[src/rtl/prbq_pkg.sv]
// ---------------------------------------------------------------------------
// prbq_pkg
// Shared types and constants of the process ready/blocked queue manager.
// ---------------------------------------------------------------------------
`timescale 1ns / 1ps

package prbq_pkg;

   localparam int NUM_PROCS_DEF = 32;

   // Operation codes
   typedef enum logic [2:0] {
      OP_INS_READY   = 3'd0,
      OP_INS_BLOCKED = 3'd1,
      OP_DISPATCH    = 3'd2,
      OP_WAKE        = 3'd3,
      OP_SET_STATUS  = 3'd4
   } op_type;

   // Result codes
   typedef enum logic [2:0] {
      RC_OK          = 3'd0,
      RC_ALREADY     = 3'd1,
      RC_SHUTDOWN    = 3'd2,
      RC_UNHANDLED   = 3'd3,
      RC_NOT_FOUND   = 3'd4,
      RC_BLK_EMPTY   = 3'd5,
      RC_IN_OTHER    = 3'd6
   } code_type;

   // Process status values
   localparam logic [2:0] ST_FREE    = 3'd0;
   localparam logic [2:0] ST_READY   = 3'd1;
   localparam logic [2:0] ST_RUNNING = 3'd2;
   localparam logic [2:0] ST_BLOCKED = 3'd3;
   localparam logic [2:0] ST_ZOMBIE  = 3'd4;

   // Controller to datapath
   typedef struct packed {
      logic       capture;      // take the request fields
      logic       walk_load;    // cur <= head of queue walk_q, prev <= null
      logic       walk_q;       // 0 ready, 1 blocked
      logic       walk_step;    // prev <= cur, cur <= link[cur]
      logic       link_fetch;   // cur <= link[cur]
      logic       disp_fetch;   // cur <= link[ready head], tgt <= ready head
      logic       unlink;       // drop slot id from blocked queue (cur is its successor)
      logic       append;       // append slot to queue app_q
      logic       app_q;        // 0 ready, 1 blocked
      logic       link_term;    // link[id] <= null
      logic       disp_pop;     // ready head <= cur, link[tgt] <= null
      logic       tgt_ld_id;    // tgt <= id
      logic       nst_ld;       // load pending status
      logic       nst_from_req; // pending status from request field
      logic [2:0] nst_val;      // else this value
      logic       stat_rd;      // read old status of tgt
      logic       stat_wr;      // write pending status to tgt
      logic       rsp_load;     // load output register
      logic       rsp_disp;     // output carries tgt as dispatched slot
      code_type   rsp_code;
   } cmd_type;

   // Datapath to controller
   typedef struct packed {
      op_type op;
      logic   id_in_range;
      logic   cur_null;
      logic   cur_match;
      logic   rdy_null;
      logic   blk_null;
      logic   busy_zero;
      logic   out_free;
   } sts_type;

   // Free and zombie slots do not hold up shutdown
   function automatic logic is_busy(input logic [2:0] st);
      return (st != ST_FREE) && (st != ST_ZOMBIE);
   endfunction

endpackage

[src/rtl/prbq_ctrl.sv]
// ---------------------------------------------------------------------------
// prbq_ctrl
// Sequencer of the queue manager: decodes the operation, steers the link
// walk and the status update, and hands the result to the output stage.
// ---------------------------------------------------------------------------
`timescale 1ns / 1ps

module prbq_ctrl (
   input  logic              clock,
   input  logic              reset,
   input  logic              req_valid,
   output logic              req_stall,
   input  prbq_pkg::sts_type sts,
   output prbq_pkg::cmd_type cmd
);
   import prbq_pkg::*;

   typedef enum logic [9:0] {
      S_IDLE     = 10'b00_0000_0001,
      S_DECODE   = 10'b00_0000_0010,
      S_WALK     = 10'b00_0000_0100,
      S_UNLINK   = 10'b00_0000_1000,
      S_APPEND   = 10'b00_0001_0000,
      S_TERM     = 10'b00_0010_0000,
      S_DISP_POP = 10'b00_0100_0000,
      S_STAT_RD  = 10'b00_1000_0000,
      S_STAT_WR  = 10'b01_0000_0000,
      S_RESP     = 10'b10_0000_0000
   } state_type;

   state_type state_ff, state_in;
   code_type  code_ff, code_in;
   logic      pass_ff, pass_in;   // insert: 0 own queue, 1 other queue

   assign req_stall = (state_ff != S_IDLE);

   always_comb begin
      state_in = state_ff;
      code_in  = code_ff;
      pass_in  = pass_ff;
      cmd      = '0;
      cmd.rsp_code = code_ff;
      unique case (state_ff)
         S_IDLE: begin
            if (req_valid) begin
               cmd.capture = 1'b1;
               state_in    = S_DECODE;
            end
         end
         S_DECODE: begin
            code_in = RC_OK;
            unique case (sts.op)
               OP_INS_READY, OP_INS_BLOCKED: begin
                  if (!sts.id_in_range) begin
                     code_in  = RC_NOT_FOUND;
                     state_in = S_RESP;
                  end else begin
                     cmd.walk_load = 1'b1;
                     cmd.walk_q    = (sts.op == OP_INS_BLOCKED);
                     pass_in       = 1'b0;
                     state_in      = S_WALK;
                  end
               end
               OP_DISPATCH: begin
                  if (sts.rdy_null) begin
                     code_in  = sts.busy_zero ? RC_SHUTDOWN : RC_UNHANDLED;
                     state_in = S_RESP;
                  end else begin
                     cmd.disp_fetch = 1'b1;
                     state_in       = S_DISP_POP;
                  end
               end
               OP_WAKE: begin
                  if (sts.blk_null) begin
                     code_in  = RC_BLK_EMPTY;
                     state_in = S_RESP;
                  end else if (!sts.id_in_range) begin
                     code_in  = RC_NOT_FOUND;
                     state_in = S_RESP;
                  end else begin
                     cmd.walk_load = 1'b1;
                     cmd.walk_q    = 1'b1;
                     state_in      = S_WALK;
                  end
               end
               OP_SET_STATUS: begin
                  if (!sts.id_in_range) begin
                     code_in  = RC_NOT_FOUND;
                     state_in = S_RESP;
                  end else begin
                     cmd.tgt_ld_id    = 1'b1;
                     cmd.nst_ld       = 1'b1;
                     cmd.nst_from_req = 1'b1;
                     state_in         = S_STAT_RD;
                  end
               end
               default: begin
                  state_in = S_RESP;
               end
            endcase
         end
         S_WALK: begin
            if (sts.op == OP_WAKE) begin
               if (sts.cur_match) begin
                  cmd.link_fetch = 1'b1;
                  state_in       = S_UNLINK;
               end else if (sts.cur_null) begin
                  code_in  = RC_NOT_FOUND;
                  state_in = S_RESP;
               end else begin
                  cmd.walk_step = 1'b1;
               end
            end else begin
               if (sts.cur_match) begin
                  code_in  = pass_ff ? RC_IN_OTHER : RC_ALREADY;
                  state_in = S_RESP;
               end else if (sts.cur_null) begin
                  if (!pass_ff) begin
                     // own queue done, now look through the other one
                     cmd.walk_load = 1'b1;
                     cmd.walk_q    = (sts.op != OP_INS_BLOCKED);
                     pass_in       = 1'b1;
                  end else begin
                     state_in = S_APPEND;
                  end
               end else begin
                  cmd.walk_step = 1'b1;
               end
            end
         end
         S_UNLINK: begin
            cmd.unlink = 1'b1;
            state_in   = S_APPEND;
         end
         S_APPEND: begin
            cmd.append = 1'b1;
            cmd.app_q  = (sts.op == OP_INS_BLOCKED);
            state_in   = S_TERM;
         end
         S_TERM: begin
            cmd.link_term = 1'b1;
            cmd.tgt_ld_id = 1'b1;
            cmd.nst_ld    = 1'b1;
            cmd.nst_val   = (sts.op == OP_INS_BLOCKED) ? ST_BLOCKED : ST_READY;
            state_in      = S_STAT_RD;
         end
         S_DISP_POP: begin
            cmd.disp_pop = 1'b1;
            cmd.nst_ld   = 1'b1;
            cmd.nst_val  = ST_RUNNING;
            state_in     = S_STAT_RD;
         end
         S_STAT_RD: begin
            cmd.stat_rd = 1'b1;
            state_in    = S_STAT_WR;
         end
         S_STAT_WR: begin
            cmd.stat_wr = 1'b1;
            state_in    = S_RESP;
         end
         S_RESP: begin
            if (sts.out_free) begin
               cmd.rsp_load = 1'b1;
               cmd.rsp_disp = (sts.op == OP_DISPATCH) && (code_ff == RC_OK);
               state_in     = S_IDLE;
            end
         end
         default: begin
            state_in = S_IDLE;
         end
      endcase
   end

   always_ff @(posedge clock) begin
      if (reset) begin
         state_ff <= S_IDLE;
      end else begin
         state_ff <= state_in;
      end
   end

   always_ff @(posedge clock) begin
      code_ff <= code_in;
      pass_ff <= pass_in;
   end

endmodule

[src/rtl/prbq_dpath.sv]
// ---------------------------------------------------------------------------
// prbq_dpath
// Datapath of the queue manager: link and status memories, queue heads and
// tails, walk pointers, busy count and the output register.
// ---------------------------------------------------------------------------
`timescale 1ns / 1ps

module prbq_dpath #(
   parameter int NUM_PROCS = prbq_pkg::NUM_PROCS_DEF
) (
   input  logic              clock,
   input  logic              reset,
   input  logic [2:0]        req_op,
   input  logic [4:0]        req_proc_id,
   input  logic [2:0]        req_new_status,
   input  logic              rsp_stall,
   output logic              rsp_valid,
   output logic [4:0]        rsp_dispatched_id,
   output logic [2:0]        rsp_code,
   input  prbq_pkg::cmd_type cmd,
   output prbq_pkg::sts_type sts
);
   import prbq_pkg::*;

   localparam int LINK_W = $clog2(NUM_PROCS + 1);
   localparam int IDX_W  = (NUM_PROCS > 1) ? $clog2(NUM_PROCS) : 1;
   localparam logic [LINK_W-1:0] NULL_LINK = LINK_W'(NUM_PROCS);

   // request
   logic [2:0] op_ff;
   logic [4:0] id_ff;
   logic [2:0] ns_ff;

   // queue pointers and walk registers
   logic [LINK_W-1:0] rdy_head_ff, rdy_head_in, blk_head_ff, blk_head_in;
   logic [LINK_W-1:0] rdy_tail_ff, blk_tail_ff;
   logic [LINK_W-1:0] cur_ff, prev_ff, tgt_ff;

   // status update
   logic [2:0]        nst_ff, stat_old_ff;
   logic              stat_old_vld_ff;
   logic [LINK_W-1:0] busy_cnt_ff, busy_cnt_in;
   logic [NUM_PROCS-1:0] stat_vld_ff;

   // memories
   logic [LINK_W-1:0] link_mem [NUM_PROCS];
   logic [2:0]        stat_mem [NUM_PROCS];

   // output stage
   logic       rsp_valid_ff;
   logic [4:0] rsp_id_ff;
   logic [2:0] rsp_code_ff;

   logic [LINK_W-1:0] id_link;
   logic              id_in_range;
   logic              prev_null;
   logic              app_head_null;
   logic [LINK_W-1:0] app_tail;
   logic              lnk_rd_en;
   logic [IDX_W-1:0]  lnk_rd_addr;
   logic              lnk_we;
   logic [IDX_W-1:0]  lnk_wa;
   logic [LINK_W-1:0] lnk_wd;
   logic [IDX_W-1:0]  tgt_idx;
   logic              old_busy, new_busy;

   assign id_link       = LINK_W'(id_ff);
   assign id_in_range   = (32'(id_ff) < 32'(NUM_PROCS));
   assign prev_null     = (prev_ff == NULL_LINK);
   assign app_head_null = cmd.app_q ? (blk_head_ff == NULL_LINK) : (rdy_head_ff == NULL_LINK);
   assign app_tail      = cmd.app_q ? blk_tail_ff : rdy_tail_ff;
   assign tgt_idx       = tgt_ff[IDX_W-1:0];

   assign lnk_rd_en   = cmd.walk_step | cmd.link_fetch | cmd.disp_fetch;
   assign lnk_rd_addr = cmd.disp_fetch ? rdy_head_ff[IDX_W-1:0] : cur_ff[IDX_W-1:0];

   // one link write per cycle; commands never overlap
   always_comb begin
      lnk_we = 1'b0;
      lnk_wa = '0;
      lnk_wd = NULL_LINK;
      if (cmd.unlink && !prev_null) begin
         lnk_we = 1'b1;
         lnk_wa = prev_ff[IDX_W-1:0];
         lnk_wd = cur_ff;
      end else if (cmd.append && !app_head_null) begin
         lnk_we = 1'b1;
         lnk_wa = app_tail[IDX_W-1:0];
         lnk_wd = id_link;
      end else if (cmd.link_term) begin
         lnk_we = 1'b1;
         lnk_wa = id_link[IDX_W-1:0];
      end else if (cmd.disp_pop) begin
         lnk_we = 1'b1;
         lnk_wa = tgt_idx;
      end
   end

   // queue heads
   always_comb begin
      rdy_head_in = rdy_head_ff;
      blk_head_in = blk_head_ff;
      if (cmd.unlink && prev_null) begin
         blk_head_in = cur_ff;
      end
      if (cmd.append && app_head_null) begin
         if (cmd.app_q) begin
            blk_head_in = id_link;
         end else begin
            rdy_head_in = id_link;
         end
      end
      if (cmd.disp_pop) begin
         rdy_head_in = cur_ff;
      end
   end

   // busy count follows every status write
   assign old_busy = stat_old_vld_ff && is_busy(stat_old_ff);
   assign new_busy = is_busy(nst_ff);

   always_comb begin
      busy_cnt_in = busy_cnt_ff;
      if (cmd.stat_wr) begin
         if (new_busy && !old_busy) begin
            busy_cnt_in = busy_cnt_ff + LINK_W'(1);
         end else if (old_busy && !new_busy) begin
            busy_cnt_in = busy_cnt_ff - LINK_W'(1);
         end
      end
   end

   always_ff @(posedge clock) begin
      if (reset) begin
         rdy_head_ff  <= NULL_LINK;
         blk_head_ff  <= NULL_LINK;
         busy_cnt_ff  <= '0;
         stat_vld_ff  <= '0;
         rsp_valid_ff <= 1'b0;
      end else begin
         rdy_head_ff <= rdy_head_in;
         blk_head_ff <= blk_head_in;
         busy_cnt_ff <= busy_cnt_in;
         if (cmd.stat_wr) begin
            stat_vld_ff[tgt_idx] <= 1'b1;
         end
         if (cmd.rsp_load) begin
            rsp_valid_ff <= 1'b1;
         end else if (!rsp_stall) begin
            rsp_valid_ff <= 1'b0;
         end
      end
   end

   // link memory and walk pointers
   always_ff @(posedge clock) begin
      if (lnk_we) begin
         link_mem[lnk_wa] <= lnk_wd;
      end
      if (cmd.walk_load) begin
         cur_ff  <= cmd.walk_q ? blk_head_ff : rdy_head_ff;
         prev_ff <= NULL_LINK;
      end else if (lnk_rd_en) begin
         cur_ff <= link_mem[lnk_rd_addr];
         if (cmd.walk_step) begin
            prev_ff <= cur_ff;
         end
      end
   end

   // status memory
   always_ff @(posedge clock) begin
      if (cmd.stat_wr) begin
         stat_mem[tgt_idx] <= nst_ff;
      end
      if (cmd.stat_rd) begin
         stat_old_ff     <= stat_mem[tgt_idx];
         stat_old_vld_ff <= stat_vld_ff[tgt_idx];
      end
   end

   // payload registers
   always_ff @(posedge clock) begin
      if (cmd.capture) begin
         op_ff <= req_op;
         id_ff <= req_proc_id;
         ns_ff <= req_new_status;
      end
      if (cmd.append) begin
         if (cmd.app_q) begin
            blk_tail_ff <= id_link;
         end else begin
            rdy_tail_ff <= id_link;
         end
      end
      if (cmd.unlink && (blk_tail_ff == id_link)) begin
         blk_tail_ff <= prev_ff;
      end
      if (cmd.tgt_ld_id) begin
         tgt_ff <= id_link;
      end else if (cmd.disp_fetch) begin
         tgt_ff <= rdy_head_ff;
      end
      if (cmd.nst_ld) begin
         nst_ff <= cmd.nst_from_req ? ns_ff : cmd.nst_val;
      end
      if (cmd.rsp_load) begin
         rsp_id_ff   <= cmd.rsp_disp ? 5'(tgt_ff) : 5'd0;
         rsp_code_ff <= cmd.rsp_code;
      end
   end

   assign sts.op          = op_type'(op_ff);
   assign sts.id_in_range = id_in_range;
   assign sts.cur_null    = (cur_ff == NULL_LINK);
   assign sts.cur_match   = id_in_range && (cur_ff == id_link);
   assign sts.rdy_null    = (rdy_head_ff == NULL_LINK);
   assign sts.blk_null    = (blk_head_ff == NULL_LINK);
   assign sts.busy_zero   = (busy_cnt_ff == '0);
   assign sts.out_free    = !rsp_valid_ff || !rsp_stall;

   assign rsp_valid         = rsp_valid_ff;
   assign rsp_dispatched_id = rsp_id_ff;
   assign rsp_code          = rsp_code_ff;

   // queues never share their head
   assert property (@(posedge clock) disable iff (reset)
      (rdy_head_ff != NULL_LINK) |-> (rdy_head_ff != blk_head_ff))
      else $error("ready and blocked queues share a head");

   // busy count cannot exceed the slot count
   assert property (@(posedge clock) disable iff (reset)
      busy_cnt_ff <= LINK_W'(NUM_PROCS))
      else $error("busy count overflow");

   // a walk step never follows a null link
   assert property (@(posedge clock) disable iff (reset)
      (cmd.walk_step || cmd.link_fetch) |-> (cur_ff != NULL_LINK))
      else $error("link walk past the tail");

   // a result is never loaded over one still waiting
   assert property (@(posedge clock) disable iff (reset)
      cmd.rsp_load |-> (!rsp_valid_ff || !rsp_stall))
      else $error("output register overwritten");

endmodule

[src/rtl/process_ready_block_queue_manager.sv]
// ---------------------------------------------------------------------------
// process_ready_block_queue_manager
// Keeps a status for every process slot and two FIFO queues, ready and
// blocked, chained through one next-link per slot. Each request item carries
// one operation (insert ready, insert blocked, dispatch, wake, set status)
// and gives exactly one result item with the dispatched slot and a code.
// Items are handled one at a time; req_stall is low only while the block is
// idle. Insert walks both queues for the duplicate check, wake walks the
// blocked queue; the link walk reads the link memory once a cycle.
// A finished result sits in an output register, so the next item may be
// taken while it waits on rsp_stall; an item that finishes while the
// previous result is still held waits in the result state until that one
// is taken. No clearing pass is needed after reset: slot status is tracked
// by per-slot valid bits.
// ---------------------------------------------------------------------------
`timescale 1ns / 1ps

module process_ready_block_queue_manager #(
   parameter int NUM_PROCS = prbq_pkg::NUM_PROCS_DEF
) (
   input  logic       clock,
   input  logic       reset,
   // request channel
   input  logic       req_valid,
   output logic       req_stall,
   input  logic [2:0] req_op,
   input  logic [4:0] req_proc_id,
   input  logic [2:0] req_new_status,
   // result channel
   output logic       rsp_valid,
   input  logic       rsp_stall,
   output logic [4:0] rsp_dispatched_id,
   output logic [2:0] rsp_code
);
   import prbq_pkg::*;

   // command and status between sequencer and datapath
   cmd_type cmd;
   sts_type sts;

   // Sequencer: one state per step of an operation. The walk state loops
   // once per link visited; insert walks its own queue, then the other one.
   prbq_ctrl u_ctrl (
      .clock     (clock),
      .reset     (reset),
      .req_valid (req_valid),
      .req_stall (req_stall),
      .sts       (sts),
      .cmd       (cmd)
   );

   // Datapath: link memory (one read and one write a cycle), status memory
   // with valid bits, queue heads and tails, busy count for the shutdown
   // check, and the output register.
   prbq_dpath #(
      .NUM_PROCS (NUM_PROCS)
   ) u_dpath (
      .clock             (clock),
      .reset             (reset),
      .req_op            (req_op),
      .req_proc_id       (req_proc_id),
      .req_new_status    (req_new_status),
      .rsp_stall         (rsp_stall),
      .rsp_valid         (rsp_valid),
      .rsp_dispatched_id (rsp_dispatched_id),
      .rsp_code          (rsp_code),
      .cmd               (cmd),
      .sts               (sts)
   );

endmodule
[config.mk]
export PLATFORM = sky130hd
export DESIGN_NAME = process_ready_block_queue_manager
export DESIGN_NICKNAME = d
export VERILOG_FILES = /design/src/rtl/prbq_pkg.sv /design/src/rtl/prbq_ctrl.sv /design/src/rtl/prbq_dpath.sv /design/src/rtl/process_ready_block_queue_manager.sv
export SDC_FILE = /design/constraint.sdc
export NUM_CORES = 1
export LEC_CHECK = 0
export ABC_AREA = 1
export BUFFER_PORTS_ARGS = -buffer_cell sky130_fd_sc_hd__buf_2
export CAP_MARGIN = 10
export CORE_MARGIN = 4
export CORE_UTILIZATION = 45
export CTS_BUF_LIST = sky130_fd_sc_hd__clkbuf_4 sky130_fd_sc_hd__clkbuf_8 sky130_fd_sc_hd__clkbuf_16
export DETAILED_ROUTE_END_ITERATION = 8
export PLACE_DENSITY_LB_ADDON = 0.2
export SYNTH_ARGS = -nofsm -noshare
export SYNTH_HDL_FRONTEND = slang
export SYNTH_HIERARCHICAL = 1
export SYNTH_SLANG_ARGS = --single-unit
[constraint.sdc]
create_clock -name clock -period 3.3 [get_ports clock]
set_clock_uncertainty 0.1 [all_clocks]
set_input_delay 0.33 -clock clock [delete_from_list [all_inputs] [get_ports clock]]
set_output_delay 0.33 -clock clock [all_outputs]
set_load 0.01 [all_outputs]
# Word level (Yosys, flattened, before mapping)
# Memories as Yosys holds them, arrays and structs flattened. A register that Yosys moved wholly into a read port is not among the register bits.
# Index checks and enable logic that the tools add are counted.
[op_classes] n_mux=99 bitwise_logic=4 n_addsub=2 n_lt_le_gt_ge=2 n_eq_ne=36 reduce_logical=41
[ops] op="$mux 10" n=10
[ops] op="$mux 6" n=16
[ops] op="$pmux 10 s9" n=1
[ops] op="$mux 5" n=8
[ops] op="$pmux 10 s4" n=1
[ops] op="$mux 1" n=34
[ops] op="$or 32x32->32" n=1
[ops] op="$mux 3" n=10
[ops] op="$eq 6x6->1 const B" n=4
[ops] op="$mux 2" n=9
[ops] op="$pmux 3 s2" n=3
[ops] op="$ne 2x2->1 const B" n=7
[ops] op="$reduce_bool 2->1" n=7
[ops] op="$eq 6x5->1" n=2
[ops] op="$logic_and 1x1->1" n=12
[ops] op="$ne 3x3->1 const B" n=4
[ops] op="$eq 10x1->1 const B" n=1
[ops] op="$eq 10x10->1 const B" n=1
[ops] op="$eq 10x2->1 const B" n=1
[ops] op="$eq 10x3->1 const B" n=1
[ops] op="$eq 10x4->1 const B" n=1
[ops] op="$eq 10x5->1 const B" n=1
[ops] op="$eq 10x6->1 const B" n=1
[ops] op="$eq 10x7->1 const B" n=1
[ops] op="29 further kinds" n=47
[word_totals] out_inout_bits=10 in_bits=15 memories=2 ff_bits=116 ram_bits=288 word_cells=206
[memory_table] name="u_dpath.link_mem" words=32 width=6 rd=1 rd_clocked_by_memory_dff=0 write_ports=1 line_no="prbq_dpath.sv:46" source="logic [LINK_W-1:0] link_mem [NUM_PROCS];"
[memory_table] name="u_dpath.stat_mem" words=32 width=3 rd=1 rd_clocked_by_memory_dff=1 write_ports=1 line_no="prbq_dpath.sv:47" source="logic [2:0] stat_mem [NUM_PROCS];"

# Depth between registers and ports, before layout
[depth] depth_word=10 mapped_depth=17 mapped_depth_nobuf=16

# Cells and area by module
# The synthesis kept the hierarchy.
[by_module_without_submodules] module="prbq_dpath" cells_per_inst=1597 seq_area_each_um2=10179.8 n_inst=1 area_each_um2=15990.3
[by_module_without_submodules] module="prbq_ctrl" cells_per_inst=175 seq_area_each_um2=320.3 n_inst=1 area_each_um2=1222.4

# Worst setup path after synthesis
# No wires, ideal clock.
[synth_path] kind="reg2reg" from="reg u_ctrl.state_ff[4]" to="mem u_dpath/link_mem[0][0] (netlist name) (data pin)" t_required_ps=2746 n_path_buf=2 period_less_slack_ps=3412 slack_ps=-112 setup_ps=454 stages_incl_launch_ff=12 arrival_ps=2858 path_cell_list="dfxtp_1 nor2_4 nand2_4 nor2_8 nand2_1 inv_1 inv_1 nor2_2 inv_2 buf_4 clkbuf_1 o21ai_0"
[synth_lines] item="from (decl)" line_no="prbq_ctrl.sv:31" source="state_type state_ff, state_in;"
[synth_lines] item="from (signal assigned)" line_no="prbq_ctrl.sv:178" source="state_ff <= state_in;"
[synth_lines] item="to (decl)" line_no="prbq_dpath.sv:46"

==> out/qor.yml <==
cts:
  cts-buffers-inserted: 41
  h-tree-depth: 2
  clock-root-buffer: "clkbuf_16"
  cts_setup_buffers: 0
  path_clk_slew_ps: 60
  insertion_delay_ps: 560
  cts.sinks: 372
  cts_tree: "yes"
  clk_path_buf_depth: 3
route:
  drc_errors: 1
  via_per_inst: 5.10
  vias: 12300
  drtPass1Iterations: 7
  wl_per_cell_um: 17.2
  drt-total-wl_um: 41300
  ant_nets: 0
  drt-initial-drc-count: 768
final_layout:
  multiInputGateArea_um2: 5220
  n_antenna_cell: 0
  regArea_um2: 10500
  syn2layout_area_growth_pct: 15.5
  nets: 1883
  mostFrequentLayoutCell: "edfxtp_1"
  nFillCells: 3494
  drive_gt1_frac: 0.145
  final_cell_mix: "edfxtp_1 (305), nand2_1 (297), inv_1 (295)"
  post-route-util: 0.528
timing:
  fin_hold_ws_ps: 113
  tightest_slew_ps: 1120
  max_freq_mhz: 325
  rsz0062_at_grt: "false"
  fin_crit_sh: 0.933
  finalSetupViolations: 0
  fin_ws_ps: 221
  fin_crit_ps: 3080
  slew-limit-headroom: 0.251
  hold_viol: 0
  maxSlewViolCount: 0
floorplan:
  die-area_um2: 41400
  num_rows: 71
  ios: 25
  core_um2: 37700
  initial_core_util: 0.457
  die_width_um: 204
  die_h_um: 204
setup_path:
  worstPathRequired_ps: 3430
  start_kind: "register"
  cp.arrival_ps: 3210
  critical-path-max-stage-delay_ps: 500
  critPathSlowestCell: "edfxtp_1"
  path_cells: "inv_1 -> o21ai_0 -> nor4_1 -> buf_4 -> nor2_1 -> nand3_2 -> inv_1 -> nor2_1 -> nand3_1"
  criticalPathCategory: "reg -> reg"
  r2r-start: "u_dpath/cur_ff[1]"
  startpoint: "u_dpath/cur_ff[1]"
  r2r-end: "u_dpath/cur_ff[5]"
  cp_max_fo: 13
  crit_family: "simple AND/OR/NAND/NOR gates"
  r2r_setup_slack_ps: 220
  ff2ff_path_depth: 9
  critPathBufInv: 3
  crit_cells: 9
  crit_path_end: "u_dpath/cur_ff[5]"
  endpoint_kind: "register"
global_routing:
  grt_pass1_vias: 12000
  grt_max_degree: 42
  grt_pass1_wl_um: 65000
  met1_usage: 0.254
  grt_antenna_before_repair: 0
  grtUsageMet2: 0.344
  grt.met3_usage: 0.0297
  overflow: 0
  grt_use_total: 0.199
  top_usage_layer: "met2"
worst_hold_path:
  holdCritStartpoint: "req_valid"
  hold_path.class: "in -> reg"
status:
  status: "complete, but fails checks"
  violations: "DRC"
yosys:
  synthCells: 1770
  ys.warnings.count: 6
  synth_area_um2: 17200
  avgSynthCellArea_um2: 9.72
  synth_nets: 1793
placement:
  io_buffers: 23
  dp_hpwl_um: 27100
  gp_congestion: 0.919
  pre_cts_slack_ps: 177
job:
  drv_cap: 0
power_and_ir_drop:
  total_leakage_power_nw: 8.24
  irDropWorstVdd_mv: 0.513
  power.density_nw_per_um2: 517
  finalPower_mw: 10.3
-- layout make-up --
| type | count | area share |
|---|---|---|
| Sequential cell | 372 | 0.528 |
| Multi-Input combinational cell | 1027 | 0.263 |
| Clock buffer | 53 | 0.0586 |
| Inverter | 301 | 0.0570 |
| Timing Repair Buffer | 117 | 0.0475 |
| Tap cell | 511 | 0.0322 |
| Clock inverter | 23 | 0.0135 |
-- metal layers --
metal	routed length [um]	up-vias
met4	1360	0
met2	20300	318
met5	0	-
met3	2240	89
li1	-	6068
met1	17400	5796
-- per-stage QoR --
stage          std cells  instance area [um^2]  TNS (ps)
2_1_floorplan       1770                 17200    -17920
5_1_grt             2404                 19900         0
4_1_cts             2403                 19800         0
3_5_place_dp        2316                 18300         0
3_3_place_gp        2316                 18300         0
6_report            2404                 19900         0
-- tightest hold or removal path: stages --
cell	delay [ps]
buf_2	100
inv_1	70
nor2_1	90
-- where the power goes --
group | leakage [nW] | total, mW | internal, mW | switching, mW
sequential | 3.71 | 5.11 | 5.07 | 0.0418
clock | 0.719 | 4.77 | 2.90 | 1.87
combinational | 3.81 | 0.398 | 0.134 | 0.264
-- timing repair --
action / 4_1_cts / 5_1_grt
resized for setup: 0 / 11
hold buffers: 11 / 0
setup endpoints to repair: 0 / 63
endpoints found under the hold margin: 11 / 0
-- flip-flops by register name, summed over array words and instances (netlist names) --
| register | cells |
|---|---|
| u_dpath/stat_old_vld_ff | 1 |
| u_dpath/ns_ff | 2 |
| u_dpath/id_ff | 5 |
| u_dpath/rsp_valid | 1 |
| u_dpath/tgt_ff | 5 |
| u_dpath/stat_vld_ff | 32 |
| u_dpath/prev_ff | 6 |
| u_dpath/busy_cnt_ff | 6 |
| u_ctrl/pass_ff | 1 |
| u_dpath/link_mem | 192 |
| u_ctrl/state_ff | 10 |
| u_dpath/stat_old_ff | 2 |
| u_dpath/nst_ff | 2 |
| u_dpath/rsp_dispatched_id | 5 |
| u_ctrl/code_ff | 3 |
| u_dpath/stat_mem | 64 |
| u_dpath/rsp_code | 3 |
| u_dpath/blk_head_ff | 6 |
| u_dpath/rdy_tail_ff | 5 |
| u_dpath/rdy_head_ff | 6 |
| u_dpath/blk_tail_ff | 6 |
| u_dpath/op_ff | 3 |
| u_dpath/cur_ff | 6 |
-- how the worst min path moves through the flow --
stage               depth (start not counted)  slack (ps)                   to
global placement                            0         330  u_dpath/rsp_code[0]
global route                                3         120     u_dpath/ns_ff[1]
floorplan                                   1         300   u_ctrl/state_ff[2]
CTS                                         3         100     u_dpath/ns_ff[1]
finish                                      3         110     u_dpath/ns_ff[1]
detailed placement                          0         340  u_dpath/rsp_code[0]
Power figures use the tool's default switching activity.
